===== src/hdl/assert_macros.svh =====
// Assertion helpers shared by the RTL. They compile to nothing in synthesis.
`ifndef ASSERT_MACROS_SVH
`define ASSERT_MACROS_SVH
`ifndef SYNTHESIS
// Checks a property on every rising clock edge outside reset.
`define ASSERT_CLK(label, clk, rst, prop) \
   label: assert property (@(posedge clk) disable iff (rst) (prop)) \
      else $error("assertion failed");
// Checks a property on every rising clock edge, reset included.
`define ASSERT_ALWAYS(label, clk, prop) \
   label: assert property (@(posedge clk) (prop)) \
      else $error("assertion failed");
`else
`define ASSERT_CLK(label, clk, rst, prop)
`define ASSERT_ALWAYS(label, clk, prop)
`endif
`endif


===== src/hdl/bls_pkg.sv =====
package bls_pkg;

   // Coordinate and grid sizing.
   localparam int COORD_BITS = 12;
   localparam int GRID_BITS  = 11;
   localparam int ERR_BITS   = COORD_BITS + 2;

   // Command queue sizing; the depth is a power of two so pointers wrap freely.
   localparam int FIFO_DEPTH     = 2;
   localparam int FIFO_PTR_BITS  = $clog2(FIFO_DEPTH);
   localparam int FIFO_CNT_BITS  = $clog2(FIFO_DEPTH + 1);

   // Configuration register indexes.
   localparam int CSR_INDEX_BITS = 1;
   localparam logic [CSR_INDEX_BITS-1:0] REG_GRID_COLS = 1'd0;
   localparam logic [CSR_INDEX_BITS-1:0] REG_GRID_ROWS = 1'd1;

   localparam logic [GRID_BITS-1:0] GRID_COLS_RESET = 11'd320;
   localparam logic [GRID_BITS-1:0] GRID_ROWS_RESET = 11'd200;

   typedef logic signed [COORD_BITS-1:0] coord_type;
   typedef logic        [COORD_BITS-1:0] delta_type;
   typedef logic signed [ERR_BITS-1:0]   err_type;

   typedef enum logic {
      KIND_START   = 1'b0,
      KIND_ADVANCE = 1'b1
   } kind_type;

   typedef struct packed {
      kind_type  kind;
      coord_type start_x;
      coord_type start_y;
      coord_type end_x;
      coord_type end_y;
   } req_type;

   typedef struct packed {
      coord_type point_x;
      coord_type point_y;
      logic      inside_res;
      logic      last;
   } rsp_type;

   // Classified command as it travels through the queue.
   typedef struct packed {
      kind_type  kind;
      coord_type start_x;
      coord_type start_y;
      coord_type end_x;
      coord_type end_y;
      delta_type delta_x;
      delta_type delta_y;
      logic      dir_x_neg;
      logic      dir_y_neg;
      err_type   err_init;
   } cmd_type;

   typedef struct packed {
      logic [GRID_BITS-1:0] cols;
      logic [GRID_BITS-1:0] rows;
   } grid_cfg_type;

endpackage


===== src/hdl/bls_front.sv =====
module bls_front
   import bls_pkg::*;
(
   input  req_type req_data,
   output cmd_type cmd_data
);

   logic signed [COORD_BITS:0] diff_x;
   logic signed [COORD_BITS:0] diff_y;
   logic signed [COORD_BITS:0] abs_x;
   logic signed [COORD_BITS:0] abs_y;

   // Signed differences with one guard bit, so they never overflow.
   assign diff_x = $signed({req_data.end_x[COORD_BITS-1], req_data.end_x})
                 - $signed({req_data.start_x[COORD_BITS-1], req_data.start_x});
   assign diff_y = $signed({req_data.end_y[COORD_BITS-1], req_data.end_y})
                 - $signed({req_data.start_y[COORD_BITS-1], req_data.start_y});

   assign abs_x = diff_x[COORD_BITS] ? -diff_x : diff_x;
   assign abs_y = diff_y[COORD_BITS] ? -diff_y : diff_y;

   // Line setup: deltas, step directions and the starting error term.
   always_comb begin
      cmd_data.kind      = req_data.kind;
      cmd_data.start_x   = req_data.start_x;
      cmd_data.start_y   = req_data.start_y;
      cmd_data.end_x     = req_data.end_x;
      cmd_data.end_y     = req_data.end_y;
      cmd_data.delta_x   = abs_x[COORD_BITS-1:0];
      cmd_data.delta_y   = abs_y[COORD_BITS-1:0];
      cmd_data.dir_x_neg = !(diff_x > 0);
      cmd_data.dir_y_neg = !(diff_y > 0);
      cmd_data.err_init  = $signed({{(ERR_BITS-COORD_BITS){1'b0}}, abs_x[COORD_BITS-1:0]})
                         - $signed({{(ERR_BITS-COORD_BITS){1'b0}}, abs_y[COORD_BITS-1:0]});
   end

endmodule


===== src/hdl/bls_fifo.sv =====
module bls_fifo
   import bls_pkg::*;
(
   input  logic    clock,
   input  logic    reset,
   input  logic    push_valid,
   output logic    push_ready,
   input  cmd_type push_data,
   output logic    pop_valid,
   input  logic    pop_ready,
   output cmd_type pop_data
);

   cmd_type                  mem_ff [FIFO_DEPTH];
   logic [FIFO_PTR_BITS-1:0] wr_ptr_ff, wr_ptr_in;
   logic [FIFO_PTR_BITS-1:0] rd_ptr_ff, rd_ptr_in;
   logic [FIFO_CNT_BITS-1:0] count_ff, count_in;
   logic                     push;
   logic                     pop;

   assign push_ready = (count_ff != FIFO_CNT_BITS'(FIFO_DEPTH));
   assign pop_valid  = (count_ff != '0);
   assign pop_data   = mem_ff[rd_ptr_ff];

   assign push = push_valid && push_ready;
   assign pop  = pop_valid && pop_ready;

   // Pointer and fill count update.
   always_comb begin
      wr_ptr_in = push ? FIFO_PTR_BITS'(wr_ptr_ff + 1'b1) : wr_ptr_ff;
      rd_ptr_in = pop  ? FIFO_PTR_BITS'(rd_ptr_ff + 1'b1) : rd_ptr_ff;
      count_in  = count_ff;
      if (push && !pop) begin
         count_in = FIFO_CNT_BITS'(count_ff + 1'b1);
      end else if (pop && !push) begin
         count_in = FIFO_CNT_BITS'(count_ff - 1'b1);
      end
   end

   always_ff @(posedge clock) begin
      if (reset) begin
         wr_ptr_ff <= '0;
         rd_ptr_ff <= '0;
         count_ff  <= '0;
      end else begin
         wr_ptr_ff <= wr_ptr_in;
         rd_ptr_ff <= rd_ptr_in;
         count_ff  <= count_in;
      end
   end

   // Entry storage needs no reset.
   always_ff @(posedge clock) begin
      if (push) begin
         mem_ff[wr_ptr_ff] <= push_data;
      end
   end

endmodule


===== src/hdl/bls_back.sv =====
module bls_back
   import bls_pkg::*;
(
   input  logic         clock,
   input  logic         reset,
   input  grid_cfg_type grid_cfg,
   input  logic         cmd_valid,
   output logic         cmd_ready,
   input  cmd_type      cmd_data,
   output logic         rsp_valid,
   input  logic         rsp_ready,
   output rsp_type      rsp_data,
   output logic         busy
);

   localparam int CMP_BITS = (COORD_BITS > GRID_BITS) ? COORD_BITS : GRID_BITS;

   coord_type cur_x_ff, cur_x_in;
   coord_type cur_y_ff, cur_y_in;
   coord_type target_x_ff, target_x_in;
   coord_type target_y_ff, target_y_in;
   delta_type delta_x_ff, delta_x_in;
   delta_type delta_y_ff, delta_y_in;
   err_type   err_ff, err_in;
   logic      dir_x_neg_ff, dir_x_neg_in;
   logic      dir_y_neg_ff, dir_y_neg_in;
   logic      busy_ff, busy_in;
   logic      rsp_valid_ff, rsp_valid_in;
   rsp_type   rsp_data_ff, rsp_data_in;

   logic                    take;
   logic                    emit;
   logic                    is_start;
   logic signed [ERR_BITS:0] e2;
   logic signed [ERR_BITS:0] dx_wide;
   logic signed [ERR_BITS:0] dy_wide;
   err_type                 dx_err;
   err_type                 dy_err;
   logic                    step_x;
   logic                    step_y;
   coord_type               inc_x;
   coord_type               inc_y;
   logic                    fin;
   logic                    in_x;
   logic                    in_y;

   // The output register frees up when empty or when its point is transferred.
   assign cmd_ready = !rsp_valid_ff || rsp_ready;
   assign take      = cmd_valid && cmd_ready;
   assign is_start  = (cmd_data.kind == KIND_START);
   assign emit      = take && (is_start || busy_ff);

   assign rsp_valid = rsp_valid_ff;
   assign rsp_data  = rsp_data_ff;
   assign busy      = busy_ff;

   // One Bresenham step: doubled error compared against both deltas.
   assign e2      = $signed({err_ff, 1'b0});
   assign dx_wide = $signed({{(ERR_BITS+1-COORD_BITS){1'b0}}, delta_x_ff});
   assign dy_wide = $signed({{(ERR_BITS+1-COORD_BITS){1'b0}}, delta_y_ff});
   assign dx_err  = $signed({{(ERR_BITS-COORD_BITS){1'b0}}, delta_x_ff});
   assign dy_err  = $signed({{(ERR_BITS-COORD_BITS){1'b0}}, delta_y_ff});
   assign step_x  = (e2 > -dy_wide);
   assign step_y  = (e2 < dx_wide);
   assign inc_x   = dir_x_neg_ff ? '1 : COORD_BITS'(1);
   assign inc_y   = dir_y_neg_ff ? '1 : COORD_BITS'(1);

   // Next line state: load on a start, step on an advance while busy.
   always_comb begin
      cur_x_in     = cur_x_ff;
      cur_y_in     = cur_y_ff;
      target_x_in  = target_x_ff;
      target_y_in  = target_y_ff;
      delta_x_in   = delta_x_ff;
      delta_y_in   = delta_y_ff;
      err_in       = err_ff;
      dir_x_neg_in = dir_x_neg_ff;
      dir_y_neg_in = dir_y_neg_ff;
      if (take && is_start) begin
         cur_x_in     = cmd_data.start_x;
         cur_y_in     = cmd_data.start_y;
         target_x_in  = cmd_data.end_x;
         target_y_in  = cmd_data.end_y;
         delta_x_in   = cmd_data.delta_x;
         delta_y_in   = cmd_data.delta_y;
         err_in       = cmd_data.err_init;
         dir_x_neg_in = cmd_data.dir_x_neg;
         dir_y_neg_in = cmd_data.dir_y_neg;
      end else if (emit) begin
         cur_x_in = step_x ? coord_type'(cur_x_ff + inc_x) : cur_x_ff;
         cur_y_in = step_y ? coord_type'(cur_y_ff + inc_y) : cur_y_ff;
         err_in   = err_type'(err_ff - (step_x ? dy_err : '0) + (step_y ? dx_err : '0));
      end
   end

   // Flags of the point being emitted, taken from the updated position.
   always_comb begin
      fin  = (cur_x_in == target_x_in) && (cur_y_in == target_y_in);
      in_x = !cur_x_in[COORD_BITS-1]
          && (CMP_BITS'($unsigned(cur_x_in)) < CMP_BITS'(grid_cfg.cols));
      in_y = !cur_y_in[COORD_BITS-1]
          && (CMP_BITS'($unsigned(cur_y_in)) < CMP_BITS'(grid_cfg.rows));
      rsp_data_in.point_x    = cur_x_in;
      rsp_data_in.point_y    = cur_y_in;
      rsp_data_in.inside_res = in_x && in_y;
      rsp_data_in.last       = fin;
   end

   // Busy and output valid control.
   always_comb begin
      busy_in      = emit ? !fin : busy_ff;
      rsp_valid_in = rsp_valid_ff && !rsp_ready;
      if (emit) begin
         rsp_valid_in = 1'b1;
      end
   end

   always_ff @(posedge clock) begin
      if (reset) begin
         busy_ff      <= 1'b0;
         rsp_valid_ff <= 1'b0;
      end else begin
         busy_ff      <= busy_in;
         rsp_valid_ff <= rsp_valid_in;
      end
   end

   // Line state and output payload; only read once a start has loaded them.
   always_ff @(posedge clock) begin
      cur_x_ff     <= cur_x_in;
      cur_y_ff     <= cur_y_in;
      target_x_ff  <= target_x_in;
      target_y_ff  <= target_y_in;
      delta_x_ff   <= delta_x_in;
      delta_y_ff   <= delta_y_in;
      err_ff       <= err_in;
      dir_x_neg_ff <= dir_x_neg_in;
      dir_y_neg_ff <= dir_y_neg_in;
      if (emit) begin
         rsp_data_ff <= rsp_data_in;
      end
   end

endmodule


===== src/hdl/bresenham_line_stepper.sv =====
// With the queue empty and the result channel free, a request is registered in the queue,
// then taken by the stepper into the output register, where its point shows on rsp_valid.
// Throughput: one item per cycle while rsp_ready accepts points, set by the error update in the stepper.
// An advance while no line is active is consumed and gives no point.
// Reset (synchronous, active high) empties the queue, makes the stepper idle and
// sets the grid to 320 columns by 200 rows.
`include "assert_macros.svh"

module bresenham_line_stepper
   import bls_pkg::*;
(
   input  logic                      clock,
   input  logic                      reset,
   input  logic                      req_valid,
   output logic                      req_ready,
   input  req_type                   req_data,
   output logic                      rsp_valid,
   input  logic                      rsp_ready,
   output rsp_type                   rsp_data,
   input  logic                      csr_we,
   input  logic [CSR_INDEX_BITS-1:0] csr_index,
   input  logic [GRID_BITS-1:0]      csr_wdata
);

   grid_cfg_type grid_ff, grid_in;
   cmd_type      front_cmd;
   cmd_type      queue_cmd;
   logic         queue_valid;
   logic         queue_ready;
   logic         start_on_idle;
   logic         back_busy;

   // Configuration registers.
   always_comb begin
      grid_in = grid_ff;
      if (csr_we) begin
         case (csr_index)
            REG_GRID_COLS: grid_in.cols = csr_wdata;
            REG_GRID_ROWS: grid_in.rows = csr_wdata;
            default: ;
         endcase
      end
   end

   always_ff @(posedge clock) begin
      if (reset) begin
         grid_ff.cols <= GRID_COLS_RESET;
         grid_ff.rows <= GRID_ROWS_RESET;
      end else begin
         grid_ff <= grid_in;
      end
   end

   // Front end: line setup for each request.
   bls_front u_front (
      .req_data (req_data),
      .cmd_data (front_cmd)
   );

   // Queue between setup and stepping.
   bls_fifo u_fifo (
      .clock      (clock),
      .reset      (reset),
      .push_valid (req_valid),
      .push_ready (req_ready),
      .push_data  (front_cmd),
      .pop_valid  (queue_valid),
      .pop_ready  (queue_ready),
      .pop_data   (queue_cmd)
   );

   // A start transfer that meets an empty queue and a free output register.
   assign start_on_idle = req_valid && req_ready && (req_data.kind == KIND_START)
                       && !queue_valid && (!rsp_valid || rsp_ready);

   // Back end: stepping and the output register.
   bls_back u_back (
      .clock     (clock),
      .reset     (reset),
      .grid_cfg  (grid_ff),
      .cmd_valid (queue_valid),
      .cmd_ready (queue_ready),
      .cmd_data  (queue_cmd),
      .rsp_valid (rsp_valid),
      .rsp_ready (rsp_ready),
      .rsp_data  (rsp_data),
      .busy      (back_busy)
   );

   // No point is pending right after a reset cycle.
   `ASSERT_ALWAYS(a_idle_after_reset, clock, reset |=> !rsp_valid)
   // A pending point is flagged last exactly when the stepper has gone idle.
   `ASSERT_CLK(a_last_matches_busy, clock, reset, rsp_valid |-> (back_busy == !rsp_data.last))
   // A start that meets an empty queue and a free output passes through the queue and the output register, then emits.
   `ASSERT_CLK(a_start_emits, clock, reset, start_on_idle |-> ##2 rsp_valid)

endmodule

===== config.mk =====
export PLATFORM = sky130hd
export DESIGN_NAME = bresenham_line_stepper
export DESIGN_NICKNAME = d
export VERILOG_FILES = /design/src/hdl/bls_pkg.sv /design/src/hdl/bls_front.sv /design/src/hdl/bls_fifo.sv /design/src/hdl/bls_back.sv /design/src/hdl/bresenham_line_stepper.sv
export VERILOG_INCLUDE_DIRS = /design/src /design/src/hdl
export SDC_FILE = /design/constraint.sdc
export NUM_CORES = 1
export LEC_CHECK = 0
export BUFFER_PORTS_ARGS = -buffer_cell sky130_fd_sc_hd__buf_2
export CELL_PAD_IN_SITES_DETAIL_PLACEMENT = 0
export CELL_PAD_IN_SITES_GLOBAL_PLACEMENT = 1
export CORE_ASPECT_RATIO = 1.75
export CORE_MARGIN = 2
export CORE_UTILIZATION = 43
export CTS_BUF_LIST = sky130_fd_sc_hd__clkbuf_8
export CTS_CLUSTER_SIZE = 10
export DETAILED_ROUTE_END_ITERATION = 12
export GPL_ROUTABILITY_DRIVEN = 0
export PLACE_DENSITY = 0.85
export SLEW_MARGIN = 15
export SYNTH_ARGS = -nofsm -noshare
export SYNTH_HDL_FRONTEND = slang
export SYNTH_SLANG_ARGS = --single-unit

===== constraint.sdc =====
create_clock -name clock -period 5.3 [get_ports clock]
set_input_delay 0.265 -clock clock [delete_from_list [all_inputs] [get_ports clock]]
set_output_delay 0.265 -clock clock [all_outputs]
set_load 0.05 [all_outputs]

# Yosys cells after proc, flatten, opt, wreduce, memory -nomap -nowiden
# Memory sizes are Yosys's and may differ from the RTL's. A register that Yosys moved wholly into a read port is not among the register bits.
# Index checks and enable logic that the tools add are counted.
[op_classes]
mux = 23
n_addsub = 14
bitwise_logic = 2
n_eq_ne = 3
n_reduce_logical = 27
order_cmp = 6
[op_table]
columns = ["operator", "n"]
rows = [
  ["12-bit 2-to-1 mux", 14],
  ["12-bit by 12-bit subtractor with 13-bit output", 3],
  ["14-bit 2-to-1 mux", 2],
  ["13-bit by 1-bit greater-than comparator with 1-bit output (second input constant)", 2],
  ["12-bit adder", 2],
  ["12-bit equality test", 2],
  ["12-bit by 11-bit < comparator with 1-bit output", 2],
  ["12-bit negator", 2],
  ["15-bit greater-than comparator", 1],
  ["15-bit by 13-bit < comparator with 1-bit output", 1],
  ["12-bit negator with 15-bit output", 1],
  ["14-bit adder", 1],
  ["14-bit subtractor", 1],
  ["1-bit logical AND", 11],
  ["1-bit zero test", 9],
  ["2-bit nonzero test", 3],
  ["1-bit 2-to-1 mux", 5],
  ["2-bit 2-to-1 mux", 2],
  ["2-bit AND reduction", 2],
  ["1-bit adder (second input constant)", 2],
  ["2-bit by 1-bit adder with 2-bit output (second input constant)", 1],
  ["1-bit logical OR", 2],
  ["2-bit != test (second input constant)", 1],
  ["1-bit NOT", 2],
  ["2-bit by 1-bit subtractor with 2-bit output (second input constant)", 1],
]
[totals]
register_bits = 142
mem_count = 1
word_cells = 96
ram_bits = 178
[mem_list]
columns = ["name", "words", "width", "read_ports", "rd_clocked_by_memory_dff", "write_ports", "line", "source"]
rows = [
  ["u_fifo.mem_ff", 2, 89, 1, 1, 1, "bls_fifo.sv:14", "cmd_type mem_ff [FIFO_DEPTH];"],
]

# Longest topological paths before layout
[logic_depth]
word_depth = 9
ltp_mapped = 27
ltp_nobuf = 27

# Hierarchy
# A second synthesis with hierarchy kept.
[unflattened]
hier_cells = 1570
hier_area_um2 = 17952.2
[modules_own_cells]
columns = ["mod", "cells_each", "n_inst", "area_per_inst_um2"]
rows = [
  ["bls_back", 827, 1, 7801.2],
  ["bls_fifo", 301, 1, 6676.4],
  ["bls_front", 355, 1, 2538.7],
  ["bresenham_line_stepper", 87, 1, 935.9],
]

# Worst setup path before layout
# OpenSTA, ideal clock, no wires.
[synth_timing]
kind = "register to register"
from = "register u_fifo.count_ff[0]"
to = "memory u_fifo.mem_ff[0][0] (netlist name) (enable)"
stages_incl_launch_ff = 4
setup_slack_ns = 0.047
path_buffers = 0
required_ns = 4.764
setup_time_ns = 0.536
t_arrival_ns = 4.717
cell_sequence = "dfxtp_1 > nand2b_1 > nand2_1 > nor2_1"
[synth_between]
elab_chain_len = 4
[synth_rtl]
columns = ["element", "line", "source"]
rows = [
  ["start, declared", "bls_fifo.sv:17", "logic [FIFO_CNT_BITS-1:0] count_ff, count_in;"],
  ["start signal, assigned", "bls_fifo.sv:48", "count_ff <= count_in;"],
  ["2-bit != test", "bls_fifo.sv:21", "assign push_ready = (count_ff != FIFO_CNT_BITS'(FIFO_DEPTH));"],
  ["net req_ready", "bresenham_line_stepper.sv:15", "output logic req_ready,"],
  ["1-bit logical AND", "bls_fifo.sv:25", "assign push = push_valid && push_ready;"],
  ["1-bit 2-to-1 mux", "bls_fifo.sv:54", "if (push) begin"],
  ["1-bit 2-to-1 mux (implied by the code)", "bls_fifo.sv:55", "mem_ff[wr_ptr_ff] <= push_data;"],
  ["end, declared", "bls_fifo.sv:14", ""],
]
# The timed path passes the listed nets, and every way through them passes these cells.

# Final worst setup path
[layout_timing]
from = "register u_back.delta_y_ff[3]"
to = "register u_back.err_ff[12] (data pin)"
[layout_between]
elab_chain_len = 7
[layout_rtl]
columns = ["element", "line", "source"]
rows = [
  ["start, declared", "bls_back.sv:23", "delta_type delta_y_ff, delta_y_in;"],
  ["start signal, assigned", "bls_back.sv:135", "delta_y_ff <= delta_y_in;"],
  ["12-bit negator with 15-bit output", "bls_back.sv:63", "assign step_x = (e2 > -dy_wide);"],
  ["15-bit greater-than comparator", "bls_back.sv:63", ""],
  ["12-bit 2-to-1 mux (*)", "bls_back.sv:92", "err_in = err_type'(err_ff - (step_x ? dy_err : '0) + (step_y ? dx_err : '0));"],
  ["14-bit subtractor (*)", "bls_back.sv:92", ""],
  ["14-bit adder (*)", "bls_back.sv:92", ""],
  ["14-bit 2-to-1 mux (*)", "bls_back.sv:89", "end else if (emit) begin"],
  ["14-bit 2-to-1 mux (*)", "bls_back.sv:79", "if (take && is_start) begin"],
  ["net u_back.err_in[12]", "bls_back.sv:24", "err_type err_ff, err_in;"],
  ["end signal, assigned", "bls_back.sv:136", "err_ff <= err_in;"],
  ["end, declared", "bls_back.sv:24", ""],
]
# Mark *: on every way through the listed nets, which the timed path passes. The rest lies on a longest branch. The select of a mux whose other input is x is not followed.
# A chain may end at the register's enable or synchronous reset.

==> key figures <==
Outcome
  – Status: complete, no violations

Hold path
  – Hold crit path type: input port to flop
  – Hold wc startpoint: req_valid
  – Hold Path End: u_fifo.wr_ptr_ff
  – Hold path depth: 4

Timing
  – FMAX: ~200 MHz
  – Crit share post-route: a little over nine tenths
  – Max-slew violation count: 0
  – Final Hold Viols: 0
  – RSZ-0062 raised after global routing: yes
  – Final setup vio count: 0
  – Max Clock Skew: around 24 ps
  – Relative max-transition margin: 38.2%
  – Final worst slack: 192 ps
  – Worst-Margin Slew: roughly 930 ps
  – Final min period: 5110 ps

Synth
  – Syn_nets: 1,749
  – Avg Cell Area, Syn: between 10 and 15 sq um
  – Area leader, netlist: edfxtp_1
  – Cell variety after synth: 80
  – Top FF cell, synth: edfxtp_1
  – Flops & latches, synth: roughly 320
  – Cells after Synth: roughly 1,500
  – EDFF count, synth: approximately 240
  – YS warnings: 0
  – Area share of the largest cell type after synthesis: a little over two fifths
  – Post-synthesis sequential area ratio: roughly half
  – Ys async rst share: 0%
  – Area contributors post-synth: edfxtp_1 (42%), dfxtp_1 (8.9%), ha_1 (8.7%), mux2i_1 (3.6%), xnor2_1 (3.5%)
  – Mapped cell area: 17,300 sq um

Die
  – Initial core utilization: 43.4%
  – Die height: ~270 um
  – Die ar.: about 42,000 sq um
  – IO Count: between 90 and 100
  – Core box area: 39,900 sq um
  – Die width: 156 um
  – # rows: slightly below 100

Detailed routing
  – Antenna Nets Post-Route: 0
  – First-pass iteration count of the detailed router: 5
  – WL per Instance: approximately 19 um
  – Wirelength, routed: 42.9 mm
  – Via density per instance: approximately 5.3
  – Remaining routing DRC violations: 0
  – Starting DRT DRC Count: approximately 700
  – Vias: ~12,000

Clock network
  – CTS Sinks: 319
  – CTS root buf: clkbuf_8
  – CTS Buf Count: 45
  – Max clock buf depth: 3
  – H-tree Lvls: 2
  – Clock latency on the worst-skew pair: 590 ps
  – Clock slew at reported path FFs: ~70 ps
  – CTS tree: yes

Global routing
  – Met2 Use GR: between 30% and 40%
  – Gr ovfl total: 0
  – First-pass GRT wire length: 67.1 mm
  – Largest net degree at the start of global routing: 72
  – Initial antenna violation count: 1
  – Vias in the first global route: 12,700
  – GRT Max-Usage Layer: met2
  – Met1 usage: 23.3%
  – Grt met3 use: under 10%
  – GRT Overall Usage: between 20% and 30%

Worst setup path
  – R2r setup slk: between 150 and 200 ps
  – RR Startpoint: u_back.delta_y_ff[3]
  – Required @ worst endpoint: roughly 5600 ps
  – WS Path Type: flop to flop
  – Top fanout value on the critical path: 3
  – Crit start category: flop
  – R2r endpoint: u_back.err_ff[12]
  – CP Capture Type: flop
  – Worst Path Arrival: between 5000 and 6000 ps
  – Worst Reg-to-Reg Cells: 26

Job
  – Max Cap Viol: 0

Placement
  – Placed instance area: 18,800 sq um
  – Dpl ws: -466 ps
  – Cell Count Post-Placement: ~2,200
  – Port buffer count: 93
  – Final HPWL DP: ~32 mm

Layout
  – Non-Filler Instances: 2,318
  – Final #Nets: 1,992
  – Design Area, Final: approximately 21,000 sq um
  – Fin util: about half
  – Area grow syn2layout: 19.2%
  – Share of cells above drive strength 1: a little under a fifth

Power and ir drop
  – Power Total: about 15,000 uW
  – LEAKAGE: 0.00834 uW
  – PD cells: 704 nW/um^2
  – Peak supply drop: slightly above 0.3 mV
[logic make-up (layout without fill, tap and decap cells)]
logic type	after synthesis	in the layout	synth area share [%]
adders and majority gates	137	137	10.6
and+or+nand+nor	365	365	10.2
other	0	1	0
xor gates and xnor gates	135	135	6.90
AOI/OAI and AO/OA	309	309	11.6
buffers and inverters	186	462	4.10
DFF	319	319	50.8
muxes	95	95	5.78
[power by group]
group          switching, uW  total, uW  internal (uW)
clock                    938       1960           1020
combinational           4830       8300           3470
sequential               455       4300           3840
total                   6220      14600           8330
[cell type report]
cell class | count | area, sq um
tap | 495 | 619
inverter | 148 | 556
fill | 3371 | 19300
antenna | 1 | 2.50
clock buffer | 50 | 688
timing repair buffer | 234 | 1710
clock inverter | 30 | 216
multi-input combinational | 1041 | 8060
sequential | 319 | 8810
[layer usage]
metal,vias to the layer above,routed length [um]
met5,-,0
met3,90,1450
li1,6048,-
met4,0,2190
met2,288,22700
met1,5953,16600
[flip-flops by register name (all words and copies together), names as in the netlist, named ones only]
name / cells
u_back.dir_y_neg_ff: 1
u_fifo.wr_ptr_ff: 1
u_fifo.rd_ptr_ff: 1
u_back.busy: 1
u_back.cur_y_ff: 12
u_back.delta_y_ff: 12
u_back.delta_x_ff: 12
u_back.target_x_ff: 12
grid_ff: 22
u_back.cur_x_ff: 12
u_back.dir_x_neg_ff: 1
u_fifo.mem_ff: 176
u_back.target_y_ff: 12
u_back.rsp_data: 26
u_back.rsp_valid: 1
u_fifo.count_ff: 2
u_back.err_ff: 14
[cells in the final DEF, fill, tap and decap left out, types with 14 or more instances in the layout]
master         synthesis  final
dlygate4sd3_1          0     60
a21oi_1               95     88
nand3_1               16     16
nor2_1                96     89
nor2b_1               18     17
mux2_2                31     31
xnor2_1               69     69
edfxtp_1             242    242
nand2_1              126    124
and2_1                14     14
xor2_1                65     65
o21ai_0               65     51
nor3_1                17     15
clkbuf_8               0     50
inv_1                147    152
mux2i_1               63     63
dfxtp_1               77     76
ha_1                 120    115
buf_2                  7     93
a21o_1                20     20
fa_1                  17     15
buf_4                  1     77
a211oi_1              21     20
[worst max-delay path, cell delays in order, from the launching register on]
cell and delay, ps:
edfxtp_1 400, nor2_2 160, nand2_2 90, nor3_4 210, nand2_2 90, o41ai_2 340, o21ai_1 110, ha_1 290
nand4_1 140, buf_4 190, o2111ai_4 230, buf_6 150, o21bai_4 70, nor2_2 130, fa_2 460, buf_4 150
fa_2 350, nor2b_2 130, o21ai_2 80, a21boi_2 150, o21ai_2 100, a21boi_2 180, o21ai_2 80, a21oi_2 200
o41ai_2 90, xor2_1 180, o21ai_1 80
[worst max path at each step]
stage                                     from                   to  cells after the start
final                     u_back.delta_y_ff[3]    u_back.err_ff[12]                     26
after global routing      u_back.delta_y_ff[3]    u_back.err_ff[12]                     26
after CTS                 u_back.delta_y_ff[2]    u_back.err_ff[12]                     26
after detailed placement  u_back.delta_y_ff[2]    u_back.err_ff[12]                     25
after global placement    u_back.delta_y_ff[4]    u_back.err_ff[12]                     25
after floorplan             u_fifo.count_ff[0]  u_fifo.mem_ff[0][0]                      3
[stage by stage]
step | hold slack (ps) | TNS [ps]
floorplan | 364 | 0
global placement | 446 | -1260
detailed placement | 451 | -2330
CTS | 120 | 0
global route | 180 | -541
finish | 148 | 0
[cells in the mapped netlist (21+ instances only)]
cell / instances
dfxtp_1: 77
ha_1: 120
edfxtp_1: 242
nor2_1: 96
nand2_1: 126
xor2_1: 65
inv_1: 147
xnor2_1: 69
mux2i_1: 63
a21oi_1: 95
mux2_2: 31
clkbuf_1: 21
a211oi_1: 21
o21ai_0: 65
[what timing repair did]
action,CTS,global route
hold buffers,60,0
gates resized for setup,13,59
setup buffers,0,15
setup endpoints to repair,6,18
hold endpoints to repair,120,0
pin swaps,7,43
Power figures use the tool's default switching activity.
